==> config.mk <==
export PLATFORM = sky130hd
export DESIGN_NAME = bptc_unit
export DESIGN_NICKNAME = d
export VERILOG_FILES = /design/src/hw/rtl/bptc_pkg.sv /design/src/hw/rtl/bptc_unit.sv
export SDC_FILE = /design/constraint.sdc
export NUM_CORES = 2
export LEC_CHECK = 0
export BUFFER_PORTS_ARGS = -buffer_cell sky130_fd_sc_hd__buf_2
export CAP_MARGIN = 20
export CORE_MARGIN = 1.5
export CORE_UTILIZATION = 40
export CTS_CLUSTER_DIAMETER = 80
export DETAILED_ROUTE_END_ITERATION = 8
export GPL_ROUTABILITY_DRIVEN = 0
export SYNTH_ARGS = -nofsm -noshare
export SYNTH_HDL_FRONTEND = slang
export SYNTH_SLANG_ARGS = --single-unit
==> constraint.sdc <==
create_clock -name clk -period 27.8 [get_ports clk]
set_clock_uncertainty 0.05 [all_clocks]
set_input_delay 2.78 -clock clk [delete_from_list [all_inputs] [get_ports clk]]
set_output_delay 2.78 -clock clk [all_outputs]
set_load 0.01 [all_outputs]
==> src/hw/rtl/bptc_pkg.sv <==
package bptc_pkg;

  // Widths
  localparam int unsigned RAW_W   = 24;
  localparam int unsigned CFG_W   = 48;
  localparam int unsigned WORD_W  = 64;
  localparam int unsigned RF_AW   = 3;
  localparam int unsigned PC_W    = 7;
  localparam int unsigned IMM_W   = 6;

  // Register indexes on the configuration port
  localparam logic [1:0] REG_TEMP_CALIB    = 2'd0;
  localparam logic [1:0] REG_PRESS_CALIB_A = 2'd1;
  localparam logic [1:0] REG_PRESS_CALIB_B = 2'd2;
  localparam logic [1:0] REG_PRESS_CALIB_C = 2'd3;

  // Micro-operations of the shared datapath
  typedef enum logic [3:0] {
    OP_LDK  = 4'd0,   // load coefficient, sample, stored temperature or constant
    OP_ADD  = 4'd1,
    OP_SUB  = 4'd2,
    OP_SHL  = 4'd3,   // left shift by imm
    OP_SDS  = 4'd4,   // signed divide by 2^imm, toward zero
    OP_LO40 = 4'd5,   // keep low 40 bits
    OP_MUL  = 4'd6,   // 64-bit wrapping multiply (multi-cycle)
    OP_DIV10= 4'd7,   // signed divide by ten (multi-cycle)
    OP_STT  = 4'd8,   // store linearized temperature
    OP_TOUT = 4'd9,   // emit temperature result
    OP_POUT = 4'd10   // emit pressure result
  } op_t;

  // Load selectors
  localparam logic [IMM_W-1:0] K_RAW   = 6'd0;
  localparam logic [IMM_W-1:0] K_T1    = 6'd1;
  localparam logic [IMM_W-1:0] K_T2    = 6'd2;
  localparam logic [IMM_W-1:0] K_T3    = 6'd3;
  localparam logic [IMM_W-1:0] K_P1    = 6'd4;
  localparam logic [IMM_W-1:0] K_P2    = 6'd5;
  localparam logic [IMM_W-1:0] K_P3    = 6'd6;
  localparam logic [IMM_W-1:0] K_P4    = 6'd7;
  localparam logic [IMM_W-1:0] K_P5    = 6'd8;
  localparam logic [IMM_W-1:0] K_P6    = 6'd9;
  localparam logic [IMM_W-1:0] K_P7    = 6'd10;
  localparam logic [IMM_W-1:0] K_P8    = 6'd11;
  localparam logic [IMM_W-1:0] K_P9    = 6'd12;
  localparam logic [IMM_W-1:0] K_P10   = 6'd13;
  localparam logic [IMM_W-1:0] K_P11   = 6'd14;
  localparam logic [IMM_W-1:0] K_LT    = 6'd15;
  localparam logic [IMM_W-1:0] K_25    = 6'd16;
  localparam logic [IMM_W-1:0] K_16384 = 6'd17;

  localparam logic [PC_W-1:0] T_START = 7'd0;
  localparam logic [PC_W-1:0] P_START = 7'd17;

  typedef struct packed {
    op_t              op;
    logic [RF_AW-1:0] dst;
    logic [RF_AW-1:0] a;
    logic [RF_AW-1:0] b;
    logic [IMM_W-1:0] imm;
  } instr_t;

  // Request to the multi-cycle unit
  typedef struct packed {
    logic start;
    logic div;
  } unit_req_t;

  function automatic instr_t mk(op_t op, logic [RF_AW-1:0] d, logic [RF_AW-1:0] a,
                                logic [RF_AW-1:0] b, logic [IMM_W-1:0] imm);
    instr_t i;
    i.op  = op;
    i.dst = d;
    i.a   = a;
    i.b   = b;
    i.imm = imm;
    return i;
  endfunction

  // Microcode: temperature program, then pressure program
  function automatic instr_t prog(logic [PC_W-1:0] pc);
    instr_t i;
    case (pc)
      // temperature
      7'd0:  i = mk(OP_LDK, 0, 0, 0, K_RAW);
      7'd1:  i = mk(OP_LDK, 1, 0, 0, K_T1);
      7'd2:  i = mk(OP_SHL, 1, 1, 0, 6'd8);
      7'd3:  i = mk(OP_SUB, 0, 0, 1, 6'd0);
      7'd4:  i = mk(OP_LDK, 1, 0, 0, K_T2);
      7'd5:  i = mk(OP_MUL, 1, 1, 0, 6'd0);
      7'd6:  i = mk(OP_MUL, 2, 0, 0, 6'd0);
      7'd7:  i = mk(OP_LDK, 3, 0, 0, K_T3);
      7'd8:  i = mk(OP_MUL, 2, 2, 3, 6'd0);
      7'd9:  i = mk(OP_SHL, 1, 1, 0, 6'd18);
      7'd10: i = mk(OP_ADD, 1, 1, 2, 6'd0);
      7'd11: i = mk(OP_SDS, 1, 1, 0, 6'd32);
      7'd12: i = mk(OP_STT, 0, 1, 0, 6'd0);
      7'd13: i = mk(OP_LDK, 2, 0, 0, K_25);
      7'd14: i = mk(OP_MUL, 1, 1, 2, 6'd0);
      7'd15: i = mk(OP_SDS, 1, 1, 0, 6'd14);
      7'd16: i = mk(OP_TOUT, 0, 1, 0, 6'd0);
      // pressure: square and cube of t
      7'd17: i = mk(OP_LDK, 0, 0, 0, K_LT);
      7'd18: i = mk(OP_MUL, 1, 0, 0, 6'd0);
      7'd19: i = mk(OP_SDS, 2, 1, 0, 6'd6);
      7'd20: i = mk(OP_MUL, 2, 2, 0, 6'd0);
      7'd21: i = mk(OP_SDS, 2, 2, 0, 6'd8);
      // offset
      7'd22: i = mk(OP_LDK, 3, 0, 0, K_P5);
      7'd23: i = mk(OP_SHL, 3, 3, 0, 6'd47);
      7'd24: i = mk(OP_LDK, 4, 0, 0, K_P8);
      7'd25: i = mk(OP_MUL, 4, 4, 2, 6'd0);
      7'd26: i = mk(OP_SDS, 4, 4, 0, 6'd5);
      7'd27: i = mk(OP_ADD, 3, 3, 4, 6'd0);
      7'd28: i = mk(OP_LDK, 4, 0, 0, K_P7);
      7'd29: i = mk(OP_MUL, 4, 4, 1, 6'd0);
      7'd30: i = mk(OP_SHL, 4, 4, 0, 6'd4);
      7'd31: i = mk(OP_ADD, 3, 3, 4, 6'd0);
      7'd32: i = mk(OP_LDK, 4, 0, 0, K_P6);
      7'd33: i = mk(OP_MUL, 4, 4, 0, 6'd0);
      7'd34: i = mk(OP_SHL, 4, 4, 0, 6'd22);
      7'd35: i = mk(OP_ADD, 3, 3, 4, 6'd0);
      7'd36: i = mk(OP_SDS, 3, 3, 0, 6'd2);
      // sensitivity
      7'd37: i = mk(OP_LDK, 4, 0, 0, K_P1);
      7'd38: i = mk(OP_LDK, 5, 0, 0, K_16384);
      7'd39: i = mk(OP_SUB, 4, 4, 5, 6'd0);
      7'd40: i = mk(OP_SHL, 4, 4, 0, 6'd46);
      7'd41: i = mk(OP_LDK, 5, 0, 0, K_P4);
      7'd42: i = mk(OP_MUL, 5, 5, 2, 6'd0);
      7'd43: i = mk(OP_SDS, 5, 5, 0, 6'd5);
      7'd44: i = mk(OP_ADD, 4, 4, 5, 6'd0);
      7'd45: i = mk(OP_LDK, 5, 0, 0, K_P3);
      7'd46: i = mk(OP_MUL, 5, 5, 1, 6'd0);
      7'd47: i = mk(OP_SHL, 5, 5, 0, 6'd2);
      7'd48: i = mk(OP_ADD, 4, 4, 5, 6'd0);
      7'd49: i = mk(OP_LDK, 5, 0, 0, K_P2);
      7'd50: i = mk(OP_LDK, 6, 0, 0, K_16384);
      7'd51: i = mk(OP_SUB, 5, 5, 6, 6'd0);
      7'd52: i = mk(OP_MUL, 5, 5, 0, 6'd0);
      7'd53: i = mk(OP_SHL, 5, 5, 0, 6'd21);
      7'd54: i = mk(OP_ADD, 4, 4, 5, 6'd0);
      // first term
      7'd55: i = mk(OP_SDS, 4, 4, 0, 6'd24);
      7'd56: i = mk(OP_LDK, 5, 0, 0, K_RAW);
      7'd57: i = mk(OP_MUL, 4, 4, 5, 6'd0);
      7'd58: i = mk(OP_ADD, 3, 3, 4, 6'd0);
      // second term
      7'd59: i = mk(OP_LDK, 4, 0, 0, K_P10);
      7'd60: i = mk(OP_MUL, 4, 4, 0, 6'd0);
      7'd61: i = mk(OP_LDK, 6, 0, 0, K_P9);
      7'd62: i = mk(OP_SHL, 6, 6, 0, 6'd16);
      7'd63: i = mk(OP_ADD, 4, 4, 6, 6'd0);
      7'd64: i = mk(OP_MUL, 4, 4, 5, 6'd0);
      7'd65: i = mk(OP_SDS, 4, 4, 0, 6'd13);
      7'd66: i = mk(OP_DIV10, 4, 4, 0, 6'd0);
      7'd67: i = mk(OP_MUL, 4, 5, 4, 6'd0);
      7'd68: i = mk(OP_SDS, 4, 4, 0, 6'd9);
      7'd69: i = mk(OP_SHL, 6, 4, 0, 6'd3);
      7'd70: i = mk(OP_SHL, 4, 4, 0, 6'd1);
      7'd71: i = mk(OP_ADD, 4, 4, 6, 6'd0);
      7'd72: i = mk(OP_ADD, 3, 3, 4, 6'd0);
      // third term
      7'd73: i = mk(OP_MUL, 4, 5, 5, 6'd0);
      7'd74: i = mk(OP_LDK, 6, 0, 0, K_P11);
      7'd75: i = mk(OP_MUL, 4, 6, 4, 6'd0);
      7'd76: i = mk(OP_SDS, 4, 4, 0, 6'd16);
      7'd77: i = mk(OP_MUL, 4, 4, 5, 6'd0);
      7'd78: i = mk(OP_SDS, 4, 4, 0, 6'd7);
      7'd79: i = mk(OP_ADD, 3, 3, 4, 6'd0);
      // scale by 25 / 2^40
      7'd80: i = mk(OP_SDS, 4, 3, 0, 6'd40);
      7'd81: i = mk(OP_LDK, 6, 0, 0, K_25);
      7'd82: i = mk(OP_MUL, 4, 4, 6, 6'd0);
      7'd83: i = mk(OP_LO40, 7, 3, 0, 6'd0);
      7'd84: i = mk(OP_MUL, 7, 7, 6, 6'd0);
      7'd85: i = mk(OP_SDS, 7, 7, 0, 6'd40);
      7'd86: i = mk(OP_ADD, 4, 4, 7, 6'd0);
      7'd87: i = mk(OP_POUT, 0, 4, 3, 6'd0);
      default: i = mk(OP_POUT, 0, 4, 3, 6'd0);
    endcase
    return i;
  endfunction

endpackage

==> src/hw/rtl/bptc_unit.sv <==
module bptc_unit (
  input  logic                       clk,
  input  logic                       rst,
  input  bptc_pkg::unit_req_t        req,
  input  logic [bptc_pkg::WORD_W-1:0] a,
  input  logic [bptc_pkg::WORD_W-1:0] b,
  output logic                       busy,
  output logic                       done,
  output logic [bptc_pkg::WORD_W-1:0] result
);
  import bptc_pkg::*;

  logic              div;
  logic [6:0]        cnt;
  logic [WORD_W-1:0] x;
  logic [WORD_W-1:0] y;
  logic [WORD_W-1:0] lo;
  logic [31:0]       hi;
  logic [31:0]       mx;
  logic [31:0]       my;
  logic [63:0]       m;
  logic              neg;
  logic [3:0]        rem;
  logic [19:0]       dv;
  logic [15:0]       qd;
  logic [19:0]       rdiff;

  // Shared 32x32 multiplier, operand halves chosen by step.
  // Divide by ten: partial dividend times 2^23/10 rounded up, exact below 10 * 2^16.
  always_comb begin
    dv = {rem, x[63:48]};
    mx = x[31:0];
    my = y[31:0];
    if (div) begin
      mx = {12'd0, dv};
      my = 32'd838861;
    end else begin
      case (cnt[1:0])
        2'd1:    my = y[63:32];
        2'd2:    mx = x[63:32];
        default: begin end
      endcase
    end
    m = mx * my;
  end

  // One 16-bit quotient digit per cycle for divide by ten
  assign qd    = m[38:23];
  assign rdiff = dv - ({1'b0, qd, 3'd0} + {3'd0, qd, 1'b0});

  always_ff @(posedge clk) begin
    done <= 1'b0;
    if (rst) begin
      busy <= 1'b0;
      div  <= 1'b0;
      cnt  <= '0;
    end else if (req.start) begin
      busy <= 1'b1;
      div  <= req.div;
      cnt  <= '0;
      neg  <= a[63];
      x    <= (req.div && a[63]) ? (WORD_W'(0) - a) : a;
      y    <= b;
      rem  <= '0;
    end else if (busy) begin
      cnt <= cnt + 7'd1;
      if (div) begin
        if (cnt == 7'd4) begin
          result <= neg ? (WORD_W'(0) - x) : x;
          busy   <= 1'b0;
          done   <= 1'b1;
        end else begin
          x   <= {x[47:0], qd};
          rem <= rdiff[3:0];
        end
      end else begin
        case (cnt[1:0])
          2'd0:    lo <= m;
          2'd1:    hi <= m[31:0];
          2'd2:    hi <= hi + m[31:0];
          default: begin
            result <= lo + {hi, 32'd0};
            busy   <= 1'b0;
            done   <= 1'b1;
          end
        endcase
      end
    end
  end

endmodule
# Word level (Yosys, flattened, before mapping)
# Index checks and enable logic that the tools add are counted.
dict set report totals {
  reg_bits 303
  inputBits 132
  out_inout_bits 66
  word_cells 67
}
dict set report op_classes {
  n_addsub 7
  multipliers 1
  n_eq_ne 6
  n_mux 25
  bitwise 4
  n_reduce_logical 13
}
# op count
set ops {}
lappend ops {{64-bit two-way mux} 9}
lappend ops {{32-bit two-way mux} 4}
lappend ops {{1-bit by 64-bit subtractor with 64-bit output (first input constant)} 2}
lappend ops {{64-bit adder} 1}
lappend ops {{32-bit by 32-bit multiplier with 64-bit output} 1}
lappend ops {{32-bit case mux with 2 select lines} 1}
lappend ops {{32-bit adder} 1}
lappend ops {{5-bit AND reduction} 3}
lappend ops {{4-bit two-way mux} 3}
lappend ops {{1-bit two-way mux} 8}
lappend ops {{7-bit by 1-bit adder with 7-bit output (second input constant)} 1}
lappend ops {{7-bit by 3-bit equality test with 1-bit output (second input constant)} 1}
lappend ops {{2-bit nonzero test} 3}
lappend ops {{3-bit OR reduction} 2}
lappend ops {{4-bit adder} 1}
lappend ops {{2-bit by 1-bit inequality test with 1-bit output (second input constant)} 2}
lappend ops {{1-bit NOT} 4}
lappend ops {{4-bit AND reduction} 1}
lappend ops {{4-bit subtractor} 1}
lappend ops {{2-bit by 1-bit equality test with 1-bit output (second input constant)} 1}
lappend ops {{2-bit equality test (second input constant)} 1}
lappend ops {{2-bit zero test} 1}
lappend ops {{2-bit inequality test (second input constant)} 1}
lappend ops {{2-bit AND reduction} 1}
lappend ops {{other kinds (2)} 2}

# Longest topological paths before layout
dict set report logic_depth {
  ltp_word 9
  ltp_mapped 43
  depth_no_buf 38
}

# Worst setup path after synthesis
# OpenSTA, ideal clock, no wires.
dict set report synth_path {
  path_type {reg-to-reg}
  startpoint {register cnt[1]}
  endpoint {register hi[26] (data pin)}
  setup_ps 260
  t_arrival_ps 9657
  required_ps 27490
  slack_ps 17834
  path_stages_with_launch 38
  n_path_buf 4
  synth_period_minus_slack_ps 9966
  path_cell_list {dfxtp_1 inv_1 ha_1 clkbuf_1 clkbuf_1 clkbuf_1 a211oi_1 clkbuf_1 nor2_1 fa_1 inv_1 fa_1 fa_1 inv_1 fa_1 ha_1 ha_1 inv_1 [2 not listed] fa_1 ha_1 o21ai_0 nor2b_1 or3_1 o21ai_0 xor2_1 ha_1 nand3_1 o211ai_1 a21o_1 a41o_1 o31ai_2 o21ai_1 a2111oi_0 nor3_1 xor2_1 mux2_2}
}
dict set report synth_between {
  elab_chain_cells 6
  word_cells_on_any_way 9
  classes_between {1 x add/sub; 1 x mul; 2 x eq/ne; 5 x mux}
}
# item line_no
set synth_rtl {}
lappend synth_rtl {{start, declared} bptc_unit.sv:14} ;# logic [6:0] cnt;
lappend synth_rtl {{start signal, assigned} bptc_unit.sv:66} ;# cnt <= cnt + 7'd1;
lappend synth_rtl {{2-bit equality test or 2-bit by 1-bit equality test with 1-bit output (tied branches)} bptc_unit.sv:38} ;# case (cnt[1:0])
lappend synth_rtl {{32-bit two-way mux} bptc_unit.sv:38}
lappend synth_rtl {{32-bit two-way mux} bptc_unit.sv:34} ;# if (div) begin
lappend synth_rtl {{32-bit by 32-bit multiplier with 64-bit output (*)} bptc_unit.sv:44} ;# m = mx * my;
lappend synth_rtl {{via m[15]} bptc_unit.sv:21} ;# logic [63:0] m;
lappend synth_rtl {{32-bit adder (*)} bptc_unit.sv:80} ;# 2'd2: hi <= hi + m[31:0];
lappend synth_rtl {{32-bit case mux with 2 select lines (*)} bptc_unit.sv:77} ;# case (cnt[1:0])
lappend synth_rtl {{end signal, assigned} bptc_unit.sv:79} ;# 2'd1: hi <= m[31:0];
lappend synth_rtl {{end signal, assigned} bptc_unit.sv:80}
lappend synth_rtl {{end, declared} bptc_unit.sv:18} ;# logic [31:0] hi;
# Mark *: on every way through the listed nets, which the timed path passes. The rest lies on a longest branch.
# A chain may end at the register's enable or synchronous reset.

# Final worst setup path
dict set report layout_path {
  startpoint {register div}
  endpoint {register hi[26] (data pin)}
}
dict set report layout_between {
  elab_chain_cells 4
  word_cells_on_any_way 5
  classes_between {1 x add/sub; 1 x mul; 3 x mux}
}
# item line_no
set layout_rtl {}
lappend layout_rtl {{start, declared} bptc_unit.sv:13} ;# logic div;
lappend layout_rtl {{start signal, assigned} bptc_unit.sv:59} ;# div <= req.div;
lappend layout_rtl {{32-bit two-way mux} bptc_unit.sv:34}
lappend layout_rtl {{32-bit by 32-bit multiplier with 64-bit output (*)} bptc_unit.sv:44}
lappend layout_rtl {{via m[15]} bptc_unit.sv:21}
lappend layout_rtl {{32-bit adder (*)} bptc_unit.sv:80}
lappend layout_rtl {{32-bit case mux with 2 select lines (*)} bptc_unit.sv:77}
# Marks and branches as above.

==> summary.md <==
| Metric | Value |
|---|---|
| Status | `finished, violations left` |
| Violated checks | `DRC` |
| Nets@finish | `6840` |
| Post-CTS sizing | `0` |
| Number of synthesized register bits | `303` |
| WP data required | `between 20 and 30 ns` |
| Share of cells above drive strength 1 | `roughly 8.9%` |
| Initial antenna violation count | `1` |
| Drt pass-1 iters | `8` |
| Commonest register cell after synthesis | `edfxtp_1` |
| Seq/Total Area, Yosys | `between 10% and 20%` |
| Vias in the first global route | `approximately 40k` |
| Min-delay worst type | `flip-flop to flip-flop` |
| Die Ht | `356.7 um` |
| Slew @ Worst Pin | `1.197 ns` |
| Wire per inst | `between 20 and 25 um` |
| Fmax | `84.17 MHz` |
| Syn_nets | `between 6k and 7k` |
| CTS Buf Count | `37` |
| Clock transition at path regs | `0.06 ns` |
| Min Tclk post-route | `between 10 and 15 ns` |
| DRC | `48` |
| Placeable core area | `124000 um^2` |
| Final WL | `between 150 and 200 mm` |
| First-pass GRT wire length | `256.4 mm` |
| Clk Latency, worst-skew pair | `roughly 0.6 ns` |
| Starting density of the core | `approximately two fifths` |
| Post-synthesis instance area | `50050 um^2` |
| Worst Setup End Kind | `flip-flop` |
| Post-DP HPWL | `roughly 140 mm` |
| Die Wd | `between 300 and 400 um` |
| Post-Syn Instances | `about 5.4k` |
| Crit-path max cell delay | `about 0.76 ns` |
| Critical path's slowest cell | `a211o_1` |
| Slew HR | `around a fifth` |
| WS Path Type | `flip-flop to flip-flop` |
| Via count | `between 30k and 40k` |
| Post-synth cell types | `roughly 80` |
| Fillcell total | `roughly 12k` |
| Max FO, Critical Path | `66` |
| Cell mode on critical path | `fa_1` |
| Core Rows | `between 100 and 150` |
| Commonest cells after routing, fill and taps aside | `inv_1 (937), fa_1 (898), nand2_1 (803)` |
| Die area | `around 130000 um^2` |
| Syn_area_per_cell | `a little over 9 um^2` |
| RSZ-0062 raised after global routing | `no` |
| Final Setup Violations | `0` |
| Yosys warnings | `0` |
| Num Clock Sinks | `303` |
| Gr usage total | `a little over a quarter` |
| Post-CTS setup buffer count | `0` |
| Count of flip-flops with a built-in enable after synthesis | `293` |
| # Max-Cap Violations | `0` |
| CP Launch Type | `flip-flop` |
| Max-slew violations | `0` |
| Largest net degree at the start of global routing | `95` |
| CTS tree | `built` |
| Via density | `approximately 5.6` |
| Clock tree buffer depth | `3` |
| Leading cell type in the layout, fill and taps excluded | `inv_1` |
| DRT iter0 DRCs | `4089` |
| Sum of negative setup slack | `0 ns` |
| Htree depth | `2` |
| # IOs | `approximately 200` |
| Area growth syn-to-layout | `8.363%` |
| DRT antenna net count | `0` |
| Hold_buf cts | `0` |
| FFs w/ async S/R, synth | `0%` |
| Clock root cell | `clkbuf_16` |
| Grt ovf | `0` |
| Final Hold Fails | `0` |
| Arr. time, crit path | `12.17 ns` |
| Number of I/O port buffers | `a little under 200` |
| Final Cycle Share | `a little over two fifths` |
==> Yosys cell counts, drive strengths merged (9+ instances only) <==
master  count  area (um^2)
inv       937         3517
nand2     804         3020
a21o       58        435.4
ha        338         4229
edfxtp    293         8798
nor2b      32        200.2
or3        19        118.9
dfxtp      10        200.2
nor4       20        195.2
mux2       27        304.0
nor3       33        170.2
o41ai      17        190.2
a211o      16        140.1
nand2b     22        145.1
xor2      123         1077
clkbuf    247        927.1
mux2i      63        630.6
or4        16        146.4
buf        17        67.57
nor2      599         2248
o21ai     153        765.7
and3        9        57.56
o21a       24        180.2
a31oi      19        118.9
nand3      34        170.2
fa        898        17980
nand4      22        137.6
o21bai     29        217.7
a211oi     20        150.1
o31ai      36        285.3
xnor2     122         1069
or2        41        256.5
a21oi     237         1186
==> critical path, delay by kind of cell (launching register included) <==
kind / cells / cell delay, ns
xor+xnor: 2 / 0.49
buf+inv: 6 / 2.04
flops: 1 / 0.57
fa+ha+maj: 10 / 4.26
compound gates: 8 / 2.93
mux: 1 / 0.27
simple gates: 5 / 0.89
==> sequential cells by signal, summed over array words and instances, names as in the netlist, 4 cells and up <==
name	count
lo	64
x	64
rem	4
hi	32
y	64
cnt	7
result	64
==> area by class of cell <==
class                      instances  area [um^2]  area share (%)
antenna                            1        2.502        0.004614
clock buffer                      43        968.4           1.786
clock inverter                    24        286.5          0.5283
inverter                         937         3517           6.485
multi-input combinational       3912        36780           67.82
sequential                       303         9002           16.60
tap                             1637         2048           3.777
timing repair buffer             281         1627           2.999
==> final timing paths <==
check             depth (start not counted)     end  slack, ns  startpoint
hold reg to reg                           2  cnt[5]       0.47      cnt[5]
hold / removal                            2  cnt[5]       0.47      cnt[5]
setup reg to reg                         32  hi[26]      15.92         div
setup / recovery                         32  hi[26]      15.92         div
==> stage by stage <==
stage               std cells  cell area [um^2]  hold slack [ns]  utilization [%]  setup slack [ns]
floorplan                5416             50050           0.4165                -             17.83
detailed placement       7069             52960           0.4553            42.72             16.05
finish                   7138             54230           0.4696            43.75             15.92
global placement         7068             52950           0.4360            42.72             16.16
CTS                      7136             54220           0.4643            43.74             16.01
global route             7137             54230           0.4910            43.75             15.26
==> routing by layer <==
| layer | wire [um] | share of wire [%] | GRT usage, % |
|---|---|---|---|
| met1 | 68530 | 40 | 36.87 |
| met2 | 75690 | 44 | 41.61 |
| met3 | 19040 | 11 | 6.220 |
| met4 | 9751 | 5.6 | 12.47 |
| met5 | 13 | 0.0075 | 0 |
==> kinds of logic (layout without fill, tap and decap cells) <==
kind of cell             Yosys count  count (layout)  share of synthesized area (%)
buffers and inverters           1201            1285                          9.015
flip-flops                       303             303                          17.98
XOR/XNOR                         246             246                          4.332
AO/OA/AOI/OAI                    660             660                          8.238
other                              0               1                              0
AND/OR/NAND/NOR                 1680            1680                          14.20
adder cells (fa/ha/maj)         1236            1236                          44.37
multiplexers                      90              90                          1.867
Power is not shown: default switching activity piles up to over one toggle a cycle in this logic, so the estimate is an artifact.
